$ cat src/rtl/assert_macros.svh
// Assertion macros for the axis refinement merge datapath RTL.
// Depends on nothing; the checks compile away when SYNTHESIS is defined.
`ifndef ASSERT_MACROS_SVH
`define ASSERT_MACROS_SVH

`ifndef SYNTHESIS
// Checked property, disabled while the reset is high.
`define ASSERT_RST(label, clk, rst, prop, msg) \
  label: assert property (@(posedge clk) disable iff (rst) prop) else $error(msg);
// Checked property with no reset qualifier.
`define ASSERT_ALWAYS(label, clk, prop, msg) \
  label: assert property (@(posedge clk) prop) else $error(msg);
`else
`define ASSERT_RST(label, clk, rst, prop, msg)
`define ASSERT_ALWAYS(label, clk, prop, msg)
`endif

`endif

$ cat src/rtl/arm_pkg.sv
// Types, widths and codes for the axis refinement merge block.
// Used by the interfaces, the controller, the datapath and the top level.
package arm_pkg;

  localparam int REF_DEPTH = 32;
  localparam int COORD_W   = 32;
  localparam int CNT_W     = 6;
  localparam int SLOT_W    = 5;
  localparam int IDX_W     = (REF_DEPTH > 1) ? $clog2(REF_DEPTH) : 1;

  localparam logic signed [COORD_W-1:0] Q_MAX = {1'b0, {(COORD_W-1){1'b1}}};
  localparam logic signed [COORD_W-1:0] Q_MIN = {1'b1, {(COORD_W-1){1'b0}}};

  typedef enum logic {
    ACT_WRITE = 1'b0,
    ACT_CELL  = 1'b1
  } action_t;

  typedef enum logic [1:0] {
    S_IDLE,
    S_START,
    S_WALK,
    S_FINAL
  } state_t;

  typedef struct packed {
    logic write_table;
    logic load_cell;
    logic emit_start;
    logic step_walk;
    logic emit_final;
  } arm_cmd_t;

  typedef struct packed {
    logic out_free;
    logic walk_hit;
    logic cell_last;
  } arm_sts_t;

  // Saturate a difference that carries one extra bit.
  function automatic logic signed [COORD_W-1:0] sat_diff(input logic signed [COORD_W:0] v);
    logic signed [COORD_W-1:0] r;
    if (v[COORD_W] != v[COORD_W-1]) begin
      r = v[COORD_W] ? Q_MIN : Q_MAX;
    end else begin
      r = v[COORD_W-1:0];
    end
    return r;
  endfunction

endpackage

$ cat src/rtl/arm_if.sv
// Handshake channels of the axis refinement merge block: input items,
// result items and the count register write. Depends on arm_pkg.
interface arm_item_if;
  import arm_pkg::*;
  logic                      valid;
  logic                      ready;
  logic                      action;
  logic [SLOT_W-1:0]         slot;
  logic signed [COORD_W-1:0] coordinate;
  logic signed [COORD_W-1:0] cell_size;
  logic                      last_cell;

  modport source (output valid, action, slot, coordinate, cell_size, last_cell,
                  input ready);
  modport sink (input valid, action, slot, coordinate, cell_size, last_cell,
                output ready);
endinterface

interface arm_result_if;
  import arm_pkg::*;
  logic                      valid;
  logic                      ready;
  logic signed [COORD_W-1:0] new_size;
  logic                      bad_size;
  logic                      last;

  modport source (output valid, new_size, bad_size, last, input ready);
  modport sink (input valid, new_size, bad_size, last, output ready);
endinterface

interface arm_cfg_if;
  import arm_pkg::*;
  logic             valid;
  logic             ready;
  logic [CNT_W-1:0] data;

  modport source (output valid, data, input ready);
  modport sink (input valid, data, output ready);
endinterface

$ cat src/rtl/arm_ctrl.sv
// Sequencer of the axis refinement merge block: takes items and steps the
// datapath through start, table walk and final size. Depends on arm_pkg.
module arm_ctrl
  import arm_pkg::*;
(
  input  logic     clk,
  input  logic     rst,
  input  logic     item_valid,
  input  logic     item_action,
  output logic     item_ready,
  input  arm_sts_t sts,
  output arm_cmd_t cmd
);

  state_t state, state_next;

  always_ff @(posedge clk) begin
    if (rst) begin
      state <= S_IDLE;
    end else begin
      state <= state_next;
    end
  end

  always_comb begin
    state_next = state;
    cmd        = '0;
    item_ready = 1'b0;
    case (state)
      S_IDLE: begin
        item_ready = 1'b1;
        if (item_valid) begin
          if (item_action == ACT_CELL) begin
            cmd.load_cell = 1'b1;
            state_next    = S_START;
          end else begin
            cmd.write_table = 1'b1;
          end
        end
      end
      S_START: begin
        if (sts.out_free) begin
          cmd.emit_start = 1'b1;
          state_next     = S_WALK;
        end
      end
      S_WALK: begin
        if (sts.walk_hit) begin
          cmd.step_walk = sts.out_free;
        end else begin
          state_next = sts.cell_last ? S_FINAL : S_IDLE;
        end
      end
      S_FINAL: begin
        if (sts.out_free) begin
          cmd.emit_final = 1'b1;
          state_next     = S_IDLE;
        end
      end
      default: begin
        state_next = S_IDLE;
      end
    endcase
  end

endmodule

$ cat src/rtl/arm_dpath.sv
// Datapath of the axis refinement merge block: refinement table, walk
// position, distance arithmetic and the output register. Depends on arm_pkg.
`include "assert_macros.svh"

module arm_dpath
  import arm_pkg::*;
(
  input  logic                      clk,
  input  logic                      rst,
  input  arm_cmd_t                  cmd,
  output arm_sts_t                  sts,
  input  logic [SLOT_W-1:0]         item_slot,
  input  logic signed [COORD_W-1:0] item_coordinate,
  input  logic signed [COORD_W-1:0] item_cell_size,
  input  logic                      item_last_cell,
  input  logic                      cfg_valid,
  input  logic [CNT_W-1:0]          cfg_data,
  output logic                      out_valid,
  input  logic                      out_ready,
  output logic signed [COORD_W-1:0] out_new_size,
  output logic                      out_bad_size,
  output logic                      out_last
);

  logic signed [COORD_W-1:0] ref_table [REF_DEPTH];
  logic [CNT_W-1:0]          ref_count;
  logic [CNT_W-1:0]          pos;
  logic signed [COORD_W-1:0] prev_coord;
  logic                      have_prev;
  logic signed [COORD_W-1:0] cell_start;
  logic signed [COORD_W-1:0] cell_size;
  logic signed [COORD_W:0]   limit;
  logic                      cell_last;

  logic [CNT_W-1:0]          active_count;
  logic                      pos_ok;
  logic signed [COORD_W-1:0] entry;
  logic signed [COORD_W:0]   start_diff;
  logic signed [COORD_W:0]   entry_diff;
  logic signed [COORD_W+1:0] fin;
  logic                      fin_pos;
  logic signed [COORD_W-1:0] fin_size;
  logic                      push;
  logic [CNT_W-1:0]          slot_ext;

  assign active_count = (ref_count > CNT_W'(REF_DEPTH)) ? CNT_W'(REF_DEPTH) : ref_count;
  assign pos_ok       = pos < active_count;
  assign entry        = ref_table[pos[IDX_W-1:0]];
  assign slot_ext     = CNT_W'(item_slot);

  assign start_diff = {cell_start[COORD_W-1], cell_start} - {prev_coord[COORD_W-1], prev_coord};
  assign entry_diff = {entry[COORD_W-1], entry} - {prev_coord[COORD_W-1], prev_coord};

  // Final size: old last size, corrected by the last emitted coordinate when
  // any table entry was consumed on this axis.
  always_comb begin
    fin = {{2{cell_size[COORD_W-1]}}, cell_size};
    if (pos != '0) begin
      fin = fin + {{2{cell_start[COORD_W-1]}}, cell_start}
                - {{2{prev_coord[COORD_W-1]}}, prev_coord};
    end
    fin_pos = !fin[COORD_W+1] && (fin != '0);
    if (fin[COORD_W+1:COORD_W-1] != 3'b000) begin
      fin_size = Q_MAX;
    end else begin
      fin_size = fin[COORD_W-1:0];
    end
  end

  assign sts.out_free  = !out_valid || out_ready;
  assign sts.walk_hit  = pos_ok && ($signed({entry[COORD_W-1], entry}) < limit);
  assign sts.cell_last = cell_last;

  assign push = (cmd.emit_start && have_prev) || cmd.step_walk || cmd.emit_final;

  always_ff @(posedge clk) begin
    if (cmd.write_table && (slot_ext < CNT_W'(REF_DEPTH))) begin
      ref_table[slot_ext[IDX_W-1:0]] <= item_coordinate;
    end
  end

  always_ff @(posedge clk) begin
    if (cmd.load_cell) begin
      cell_start <= item_coordinate;
      cell_size  <= item_cell_size;
      cell_last  <= item_last_cell;
      limit      <= {item_coordinate[COORD_W-1], item_coordinate}
                  + {item_cell_size[COORD_W-1], item_cell_size};
    end
  end

  always_ff @(posedge clk) begin
    if (rst) begin
      ref_count  <= '0;
      pos        <= '0;
      prev_coord <= '0;
      have_prev  <= 1'b0;
    end else begin
      if (cfg_valid) begin
        ref_count <= cfg_data;
      end
      if (cmd.emit_start) begin
        prev_coord <= cell_start;
        have_prev  <= 1'b1;
        // Skip a table entry that coincides with the cell start.
        if (pos_ok && (entry == cell_start)) begin
          pos <= pos + 1'b1;
        end
      end else if (cmd.step_walk) begin
        prev_coord <= entry;
        pos        <= pos + 1'b1;
      end else if (cmd.emit_final) begin
        prev_coord <= '0;
        have_prev  <= 1'b0;
        pos        <= '0;
      end
    end
  end

  always_ff @(posedge clk) begin
    if (rst) begin
      out_valid <= 1'b0;
    end else if (push) begin
      out_valid <= 1'b1;
    end else if (out_ready) begin
      out_valid <= 1'b0;
    end
  end

  always_ff @(posedge clk) begin
    if (cmd.emit_start) begin
      out_new_size <= sat_diff(start_diff);
      out_bad_size <= 1'b0;
      out_last     <= 1'b0;
    end else if (cmd.step_walk) begin
      out_new_size <= sat_diff(entry_diff);
      out_bad_size <= 1'b0;
      out_last     <= 1'b0;
    end else if (cmd.emit_final) begin
      out_new_size <= fin_pos ? fin_size : '0;
      out_bad_size <= !fin_pos;
      out_last     <= 1'b1;
    end
  end

  `ASSERT_RST(a_pos_in_range, clk, rst, pos <= CNT_W'(REF_DEPTH), "walk position beyond table")
  `ASSERT_RST(a_no_overwrite, clk, rst, !(push && out_valid && !out_ready), "result overwritten")
  `ASSERT_RST(a_axis_cleared, clk, rst, cmd.emit_final |=> (pos == '0 && !have_prev), "axis not cleared")
  `ASSERT_RST(a_pos_needs_prev, clk, rst, !have_prev |-> (pos == '0), "table used before start")

endmodule

$ cat src/rtl/axis_refinement_merge_core.sv
// Top level of the axis refinement merge block: ties the sequencer to the
// datapath. Depends on arm_pkg, the arm interfaces, arm_ctrl and arm_dpath.
//
// Usage: item carries table writes (action 0: coordinate into slot) and old
// cells (action 1: start coordinate and size, last_cell on the axis end).
// Load the table and write ref_count on cfg before the cells of an axis;
// cfg is always ready and must only be written while the block is idle.
// result carries refined cell sizes in order, the final one with last set
// and bad_size set when that size is zero or negative.
// A cell passes through the start and walk states, one walk step per table
// entry it consumes, and the final state when it is the last cell. While the
// output is free, the walk reads one table entry per cycle from the register
// file and one result leaves per cycle through a single output register.
// A cell that follows another on the same axis has its first result
// registered from the start state once the output is free; on the first
// cell of an axis the start state emits none; it comes from the walk or final.
// Reset clears the walk position, the count and the output valid flag; the
// table contents are kept undefined until written.
// When the receiver stalls, the walk holds at its current entry until the
// output register is taken, and no new item is accepted meanwhile.
module axis_refinement_merge_core
  import arm_pkg::*;
(
  input logic   clk,
  input logic   rst,
  arm_item_if.sink     item,
  arm_result_if.source result,
  arm_cfg_if.sink      cfg
);

  arm_cmd_t cmd;
  arm_sts_t sts;

  assign cfg.ready = 1'b1;

  arm_ctrl u_ctrl (
    .clk         (clk),
    .rst         (rst),
    .item_valid  (item.valid),
    .item_action (item.action),
    .item_ready  (item.ready),
    .sts         (sts),
    .cmd         (cmd)
  );

  arm_dpath u_dpath (
    .clk             (clk),
    .rst             (rst),
    .cmd             (cmd),
    .sts             (sts),
    .item_slot       (item.slot),
    .item_coordinate (item.coordinate),
    .item_cell_size  (item.cell_size),
    .item_last_cell  (item.last_cell),
    .cfg_valid       (cfg.valid),
    .cfg_data        (cfg.data),
    .out_valid       (result.valid),
    .out_ready       (result.ready),
    .out_new_size    (result.new_size),
    .out_bad_size    (result.bad_size),
    .out_last        (result.last)
  );

endmodule

$ cat src/flat_wrapper.sv
// flat-port wrapper written by rule: the top's interface ports become plain ports
module axis_refinement_merge_core_flat import arm_pkg::*;
  (clk, rst, item_valid, item_action, item_slot, item_coordinate, item_cell_size, item_last_cell, item_ready, result_valid, result_new_size, result_bad_size, result_last, result_ready, cfg_valid, cfg_data, cfg_ready);
  arm_item_if item_i ();
  arm_result_if result_i ();
  arm_cfg_if cfg_i ();
  input logic clk;
  input logic rst;
  input wire logic [$bits(item_i.valid)-1:0] item_valid;
  input wire logic [$bits(item_i.action)-1:0] item_action;
  input wire logic [$bits(item_i.slot)-1:0] item_slot;
  input wire logic [$bits(item_i.coordinate)-1:0] item_coordinate;
  input wire logic [$bits(item_i.cell_size)-1:0] item_cell_size;
  input wire logic [$bits(item_i.last_cell)-1:0] item_last_cell;
  output wire logic [$bits(item_i.ready)-1:0] item_ready;
  output wire logic [$bits(result_i.valid)-1:0] result_valid;
  output wire logic [$bits(result_i.new_size)-1:0] result_new_size;
  output wire logic [$bits(result_i.bad_size)-1:0] result_bad_size;
  output wire logic [$bits(result_i.last)-1:0] result_last;
  input wire logic [$bits(result_i.ready)-1:0] result_ready;
  input wire logic [$bits(cfg_i.valid)-1:0] cfg_valid;
  input wire logic [$bits(cfg_i.data)-1:0] cfg_data;
  output wire logic [$bits(cfg_i.ready)-1:0] cfg_ready;
  assign item_i.valid = item_valid;
  assign item_i.action = item_action;
  assign item_i.slot = item_slot;
  assign item_i.coordinate = item_coordinate;
  assign item_i.cell_size = item_cell_size;
  assign item_i.last_cell = item_last_cell;
  assign item_ready = item_i.ready;
  assign result_valid = result_i.valid;
  assign result_new_size = result_i.new_size;
  assign result_bad_size = result_i.bad_size;
  assign result_last = result_i.last;
  assign result_i.ready = result_ready;
  assign cfg_i.valid = cfg_valid;
  assign cfg_i.data = cfg_data;
  assign cfg_ready = cfg_i.ready;
  axis_refinement_merge_core u_core (.clk(clk), .rst(rst), .item(item_i), .result(result_i), .cfg(cfg_i));
endmodule
$ cat config.mk
export PLATFORM = sky130hd
export DESIGN_NAME = axis_refinement_merge_core_flat
export DESIGN_NICKNAME = d
export VERILOG_FILES = /design/src/rtl/arm_pkg.sv /design/src/rtl/arm_if.sv /design/src/rtl/arm_ctrl.sv /design/src/rtl/arm_dpath.sv /design/src/rtl/axis_refinement_merge_core.sv /design/src/flat_wrapper.sv
export VERILOG_INCLUDE_DIRS = /design/src /design/src/rtl
export SDC_FILE = /design/constraint.sdc
export NUM_CORES = 2
export LEC_CHECK = 0
export BUFFER_PORTS_ARGS = -buffer_cell sky130_fd_sc_hd__buf_2
export CORE_MARGIN = 1.5
export CORE_UTILIZATION = 40
export CTS_CLUSTER_SIZE = 40
export DETAILED_ROUTE_END_ITERATION = 8
export GPL_TIMING_DRIVEN = 0
export PLACE_DENSITY_LB_ADDON = 0.25
export SLEW_MARGIN = 20
export SYNTH_ARGS = -nofsm -noshare
export SYNTH_HDL_FRONTEND = slang
export SYNTH_HIERARCHICAL = 1
export SYNTH_SLANG_ARGS = --single-unit
$ cat constraint.sdc
create_clock -name clk -period 6.37 [get_ports clk]
set_input_delay 1.911 -clock clk [delete_from_list [all_inputs] [get_ports clk]]
set_output_delay 1.911 -clock clk [all_outputs]
set_load 0.05 [all_outputs]
# [Word-level counts from Yosys, hierarchy flattened]
# Memories as Yosys holds them, arrays and structs flattened. A register that Yosys moved wholly into a read port is not among the register bits.
# Cells that the tools add are included.
# Widths: inputs -> output; s select.
[word_totals] register_bits=180 ramBits=1024 inputBits=82 output_inout_bits=37 elab_cells=103 n_memories=1
[op_classes] add_sub_neg=6 magnitude_cmp=4 n_eq_ne=13 muxes=44 n_reduce_logical=22
[memory_table] memory="u_core.u_dpath.ref_table" words=32 word_bits=32 rd=1 rd_clocked_by_memory_dff=1 write_ports=1 line="arm_dpath.sv:25" rtl="logic signed [COORD_W-1:0] ref_table [REF_DEPTH];"
[op_table] op="$mux 32" count=12
[op_table] op="$add 32x32->33" count=2
[op_table] op="$sub 32x32->33" count=2
[op_table] op="$mux 34" count=1
[op_table] op="$reduce_bool 34->1" count=1
[op_table] op="$sub 33x32->34" count=1
[op_table] op="$lt 32x33->1" count=1
[op_table] op="$eq 32x32->1" count=1
[op_table] op="$mux 6" count=5
[op_table] op="$mux 2" count=8
[op_table] op="$mux 1" count=15
[op_table] op="$mux 5" count=2
[op_table] op="$ne 2x2->1 const B" count=5
[op_table] op="$pmux 2 s4" count=1
[op_table] op="$add 6x1->6 const B" count=1
[op_table] op="$gt 6x6->1 const B" count=1
[op_table] op="$lt 5x6->1 const B" count=1
[op_table] op="$lt 6x6->1" count=1
[op_table] op="$reduce_bool 3->1" count=2
[op_table] op="$reduce_bool 6->1" count=1
[op_table] op="$logic_and 1x1->1" count=5
[op_table] op="$reduce_and 5->1" count=1
[op_table] op="$eq 2x2->1 const B" count=2
[op_table] op="$ne 2x1->1 const B" count=2
[op_table] op="other kinds (8)" count=15

# [Depth between registers and ports, before layout]
[depth] depth_word=10 depth_mapped=30 depth_no_buf=23

# [Modules after synthesis]
# Netlist, hierarchy kept.
[modules_own_cells] mod="arm_dpath" n_inst=1 cells_per_inst=3526 area_each_um2=55423.2 seq_area_each_um2=35714.3
[modules_own_cells] mod="arm_ctrl" n_inst=1 cells_per_inst=19 area_each_um2=148.9 seq_area_each_um2=40.0
[modules_own_cells] mod="axis_refinement_merge_core" n_inst=1 cells_per_inst=2 area_each_um2=11.3 seq_area_each_um2=0.0

# [Least setup slack after synthesis]
# OpenSTA, ideal clock, no wires.
[synth_path] kind="flip-flop to flip-flop" start="register with a tool-made name" end="register with a tool-made name" setup_time_ps=124 t_arrival_ps=6133 required_time_ps=6246 path_slack_ps=113 stages_incl_launch_ff=28 n_path_buf=6 synth_period_minus_slack_ps=6257 path_cell_list="dfxtp_1 > buf_6 > buf_6 > buf_6 > buf_6 > buf_6 > mux4_2 > a22oi_1 > o2111ai_1 > ha_1 > a21o_1 > a21o_1 > a21o_1 > a21o_1 > a21o_1 > a21o_1 > a211oi_1 > o31ai_1 > a221oi_1 > nor3_1 > o31ai_1 > and4b_2 > clkbuf_1 > nor3_1 > inv_1 > o211ai_2 > or2_1 > mux2i_1"

==> results.json <==
{
  "hold_path_end": "u_core/u_dpath/have_prev$_SDFFE_PP0P_",
  "detailed_place_hpwl_um": 127400,
  "async_reset_ff_share_pct": 0,
  "min_period_over_period_pct": 97.61,
  "fmax_ghz": 0.1608,
  "reg2reg_slack_ps": 150,
  "gp_congestion": 0.9263,
  "dpl_worst_slack_ps": -3567,
  "crit_required_ps": 6910,
  "die_area_um2": 141200,
  "vias": 34500,
  "fin_skew_ps": 22.76,
  "postRouteAntennaNets": 0,
  "clk_latency_ps": 760,
  "hold_depth": 1,
  "antenna_found_initial": 9,
  "period_minus_slack_ps": 6218,
  "critPathKind": "flop to flop",
  "cts_root_buf": "clkbuf_16",
  "coreArea_um2": 137700,
  "rows": 136,
  "syn_avg_cell_area_um2": 15.67,
  "drt_iter0_drc": 3933,
  "h-tree-depth": 4,
  "io_buffers": 116,
  "vias_per_cell": 5.953,
  "grt_overflow": 0,
  "cts_tree": "done",
  "grt_pass1_wl_um": 246600,
  "min_path_type": "flop to flop",
  "num-nets-final": 4189,
  "maxCapViolCount": 0,
  "drv_slew": 0,
  "yosys.area.top_type_share_pct": 62.34,
  "die_w_um": 375.8,
  "yosysTopAreaCell": "edfxtp_1",
  "grt.total_usage_pct": 24.93,
  "arrival_ps": 6750,
  "ys_ff_latch": 1209,
  "grt_max_degree": 54,
  "placedCellCount": 5526,
  "ioPinCount": 119,
  "layout-drive-gt1-share_pct": 22.09,
  "p_leak_uw": 0.02230,
  "setup_viol": 0,
  "synth_cells": 3547,
  "hold_buffers": 0,
  "slew_headroom_pct": 18.48,
  "peakVddDrop_v": 0.0001758,
  "endpoint_kind": "flop",
  "initial_core_util_pct": 40.38,
  "outcome": "finished, final reports clean",
  "ys_seq_area_share_pct": 64.33,
  "worst_r2r_path_depth": 24,
  "synth_nets": 3833,
  "yosysWarnings": 6,
  "hold_viol": 0,
  "tightest_slew_ps": 1217,
  "timing.rr.end": "u_core/u_dpath/out_new_size[23]$_DFFE_PP_",
  "drc": 0,
  "cts_made_buffers": 130,
  "fillerInstances": 11610,
  "wl_um": 177300,
  "fin_cells": 5796,
  "synth_flop_cell": "edfxtp_1",
  "path_clk_slew_ps": 60,
  "dr.pass1.iters": 5,
  "powerDensity_nw_per_um2": 285.4,
  "start_kind": "flop",
  "area_delta_synth_final_pct": 18.06,
  "die_h_um": 375.8,
  "synthTopCellsByArea": "edfxtp_1 (62%), mux4_2 (9.5%), ha_1 (3.8%), dfxtp_1 (2.0%), mux2i_1 (1.9%)",
  "synth_edf_count": 1154,
  "routedWlPerCell_um": 30.59,
  "yosysUniqueCellTypes": 92,
  "cts_sinks": 1209,
  "layout_setup_ws_ps": 152.3,
  "netlist_area_um2": 55580,
  "tns_ps": 0,
  "grt_pass1_vias": 33360,
  "cp_max_fo": 10,
  "clock_path_buffers": 3,
  "min-delay-start": "u_core/u_dpath/have_prev$_SDFFE_PP0P_"
}
[state kept, by name (all words and copies together), names as in the netlist, named ones only]
| signal | cells |
|---|---|
| u_core/u_dpath/prev_coord | 32 |
| u_core/u_dpath/ref_count | 6 |
| u_core/u_dpath/out_last | 1 |
| u_core/u_dpath/pos | 6 |
| u_core/u_dpath/limit | 33 |
| u_core/u_dpath/out_valid | 1 |
| u_core/u_dpath/cell_start | 32 |
| u_core/u_dpath/cell_last | 1 |
| u_core/u_dpath/out_new_size | 32 |
| u_core/u_dpath/out_bad_size | 1 |
| u_core/u_dpath/cell_size | 32 |
| u_core/u_dpath/ref_table | 1024 |
| u_core/u_dpath/have_prev | 1 |
| u_core/u_ctrl/state | 2 |
[report_power, final]
group          internal [µW]  total, µW  switching, µW
clock                   4090       7320           3220
combinational            845       2430           1590
sequential              8890       8980           89.4
[routing by layer]
metal / share of wire (%) / vias to the layer above / routed length [µm] / global-route usage, %
met5: 0.021 / - / 37 / 0
met2: 47 / 1739 / 83630 / 40.38
met3: 8.1 / 345 / 14360 / 3.825
met1: 40 / 17720 / 71440 / 33.54
met4: 4.4 / 6 / 7840 / 10.43
li1: - / 14690 / - / -
[timing repair]
item,CTS,global route
gates resized for setup,183,49
pin swaps,7,7
setup buffers,24,19
setup endpoints to repair,113,59
[metrics by stage]
stage	hold slack, ps	total power [µW]	utilization, %	cell area (µm²)
2_1_floorplan	440.6	10720	-	55580
3_3_place_gp	448.2	11450	42.43	58410
3_5_place_dp	474.7	11490	43.83	60330
4_1_cts	488.8	18790	47.42	65280
5_1_grt	516.9	19370	47.67	65620
6_report	493.2	18730	47.67	65620
[layout make-up]
class	count	area (µm²)	share of cell area [%]
timing repair buffer	228	2587	3.943
tap	1794	2245	3.421
inverter	238	908.4	1.384
multi-input combinational	1957	18670	28.45
buffer	139	1369	2.086
sequential	1209	35750	54.49
clock inverter	71	680.7	1.037
clock buffer	159	3403	5.186
antenna	1	2.502	0.003813
[worst max path at each step]
stage | cells past startpoint | slack, ps | endpoint | startpoint
after global routing | 26 | -10 | u_core/u_dpath/out_new_size[5]$_DFFE_PP_ | flop
after detailed placement | 26 | -3570 | u_core/u_dpath/out_new_size[21]$_DFFE_PP_ | flop
after global placement | 26 | -3610 | u_core/u_dpath/out_new_size[21]$_DFFE_PP_ | flop
final | 24 | 150 | u_core/u_dpath/out_new_size[23]$_DFFE_PP_ | flop
after floorplan | 27 | 110 | flop | flop
after CTS | 26 | 0.6 | u_core/u_dpath/out_new_size[2]$_DFFE_PP_ | flop
[layout by cell type (no fill, tap or decap), types with 29 or more instances in the layout]
master | synthesis | routed
fa_1 | 35 | 35
o21ai_0 | 97 | 85
buf_6 | 21 | 29
nand3_1 | 35 | 33
nand2_1 | 173 | 171
buf_2 | 34 | 125
o211ai_1 | 38 | 38
dfxtp_1 | 55 | 55
a221oi_1 | 39 | 36
buf_4 | 20 | 59
ha_1 | 169 | 168
mux4_2 | 235 | 235
clkbuf_1 | 58 | 59
o21a_1 | 33 | 33
a21oi_1 | 148 | 144
nor2_1 | 163 | 121
xnor2_1 | 95 | 94
edfxtp_1 | 1154 | 1154
a21o_1 | 71 | 71
nand2b_1 | 29 | 29
nor2_4 | 0 | 39
inv_1 | 234 | 233
mux2i_1 | 106 | 105
buf_12 | 0 | 34
a22oi_1 | 56 | 55
xor2_1 | 36 | 36
buf_16 | 0 | 52
clkbuf_16 | 0 | 131
nor3_1 | 38 | 37
[cells by family (layout without fill, tap and decap cells)]
logic type               after synthesis  in the layout  share of synthesized area (%)
AND/OR/NAND/NOR                      583            583                          5.013
multiplexers                         357            357                          11.99
flip-flops                          1209           1209                          64.33
adder cells (fa/ha/maj)              204            204                          5.065
AO/OA/AOI/OAI                        681            681                          8.419
XOR/XNOR                             131            131                          2.064
other                                  1              2                       0.006747
buffers and inverters                381            835                          3.115
[Yosys cell counts (all sizes together), types with 8 or more instances]
library cell	n
a21oi	149
nand2	173
mux4	243
o21bai	17
buf	84
mux2i	107
or3	17
edfxtp	1154
xor2	36
nor2b	18
a21o	71
nor3	38
o22ai	24
o31ai	10
nand4	27
a211o	8
nand3	35
and3	19
a22oi	56
nor4	8
inv	237
fa	35
clkbuf	59
o21ai	102
ha	169
xnor2	95
nor2	163
o211ai	41
nand3b	10
and2	18
a221oi	41
o21a	33
a31oi	22
a211oi	24
dfxtp	55
nand2b	29
or2	12
[critical path, cell delays in order (launching register included)]
cell	delay, ps
dfxtp_1	320
buf_2	300
or2_2	170
buf_1	430
clkbuf_4	430
a21oi_1	190
a221oi_1	350
o221ai_2	370
ha_1	420
a21o_1	160
a21o_1	170
a21o_1	170
a21o_1	180
a21oi_2	140
o31ai_2	110
a221oi_2	340
nor3_2	80
o31ai_2	210
and4b_2	320
buf_4	150
nand2_4	150
o21ai_4	270
clkbuf_4	280
a221oi_1	60
o21ai_0	170
Note: power is estimated with default switching activity, not from simulation.
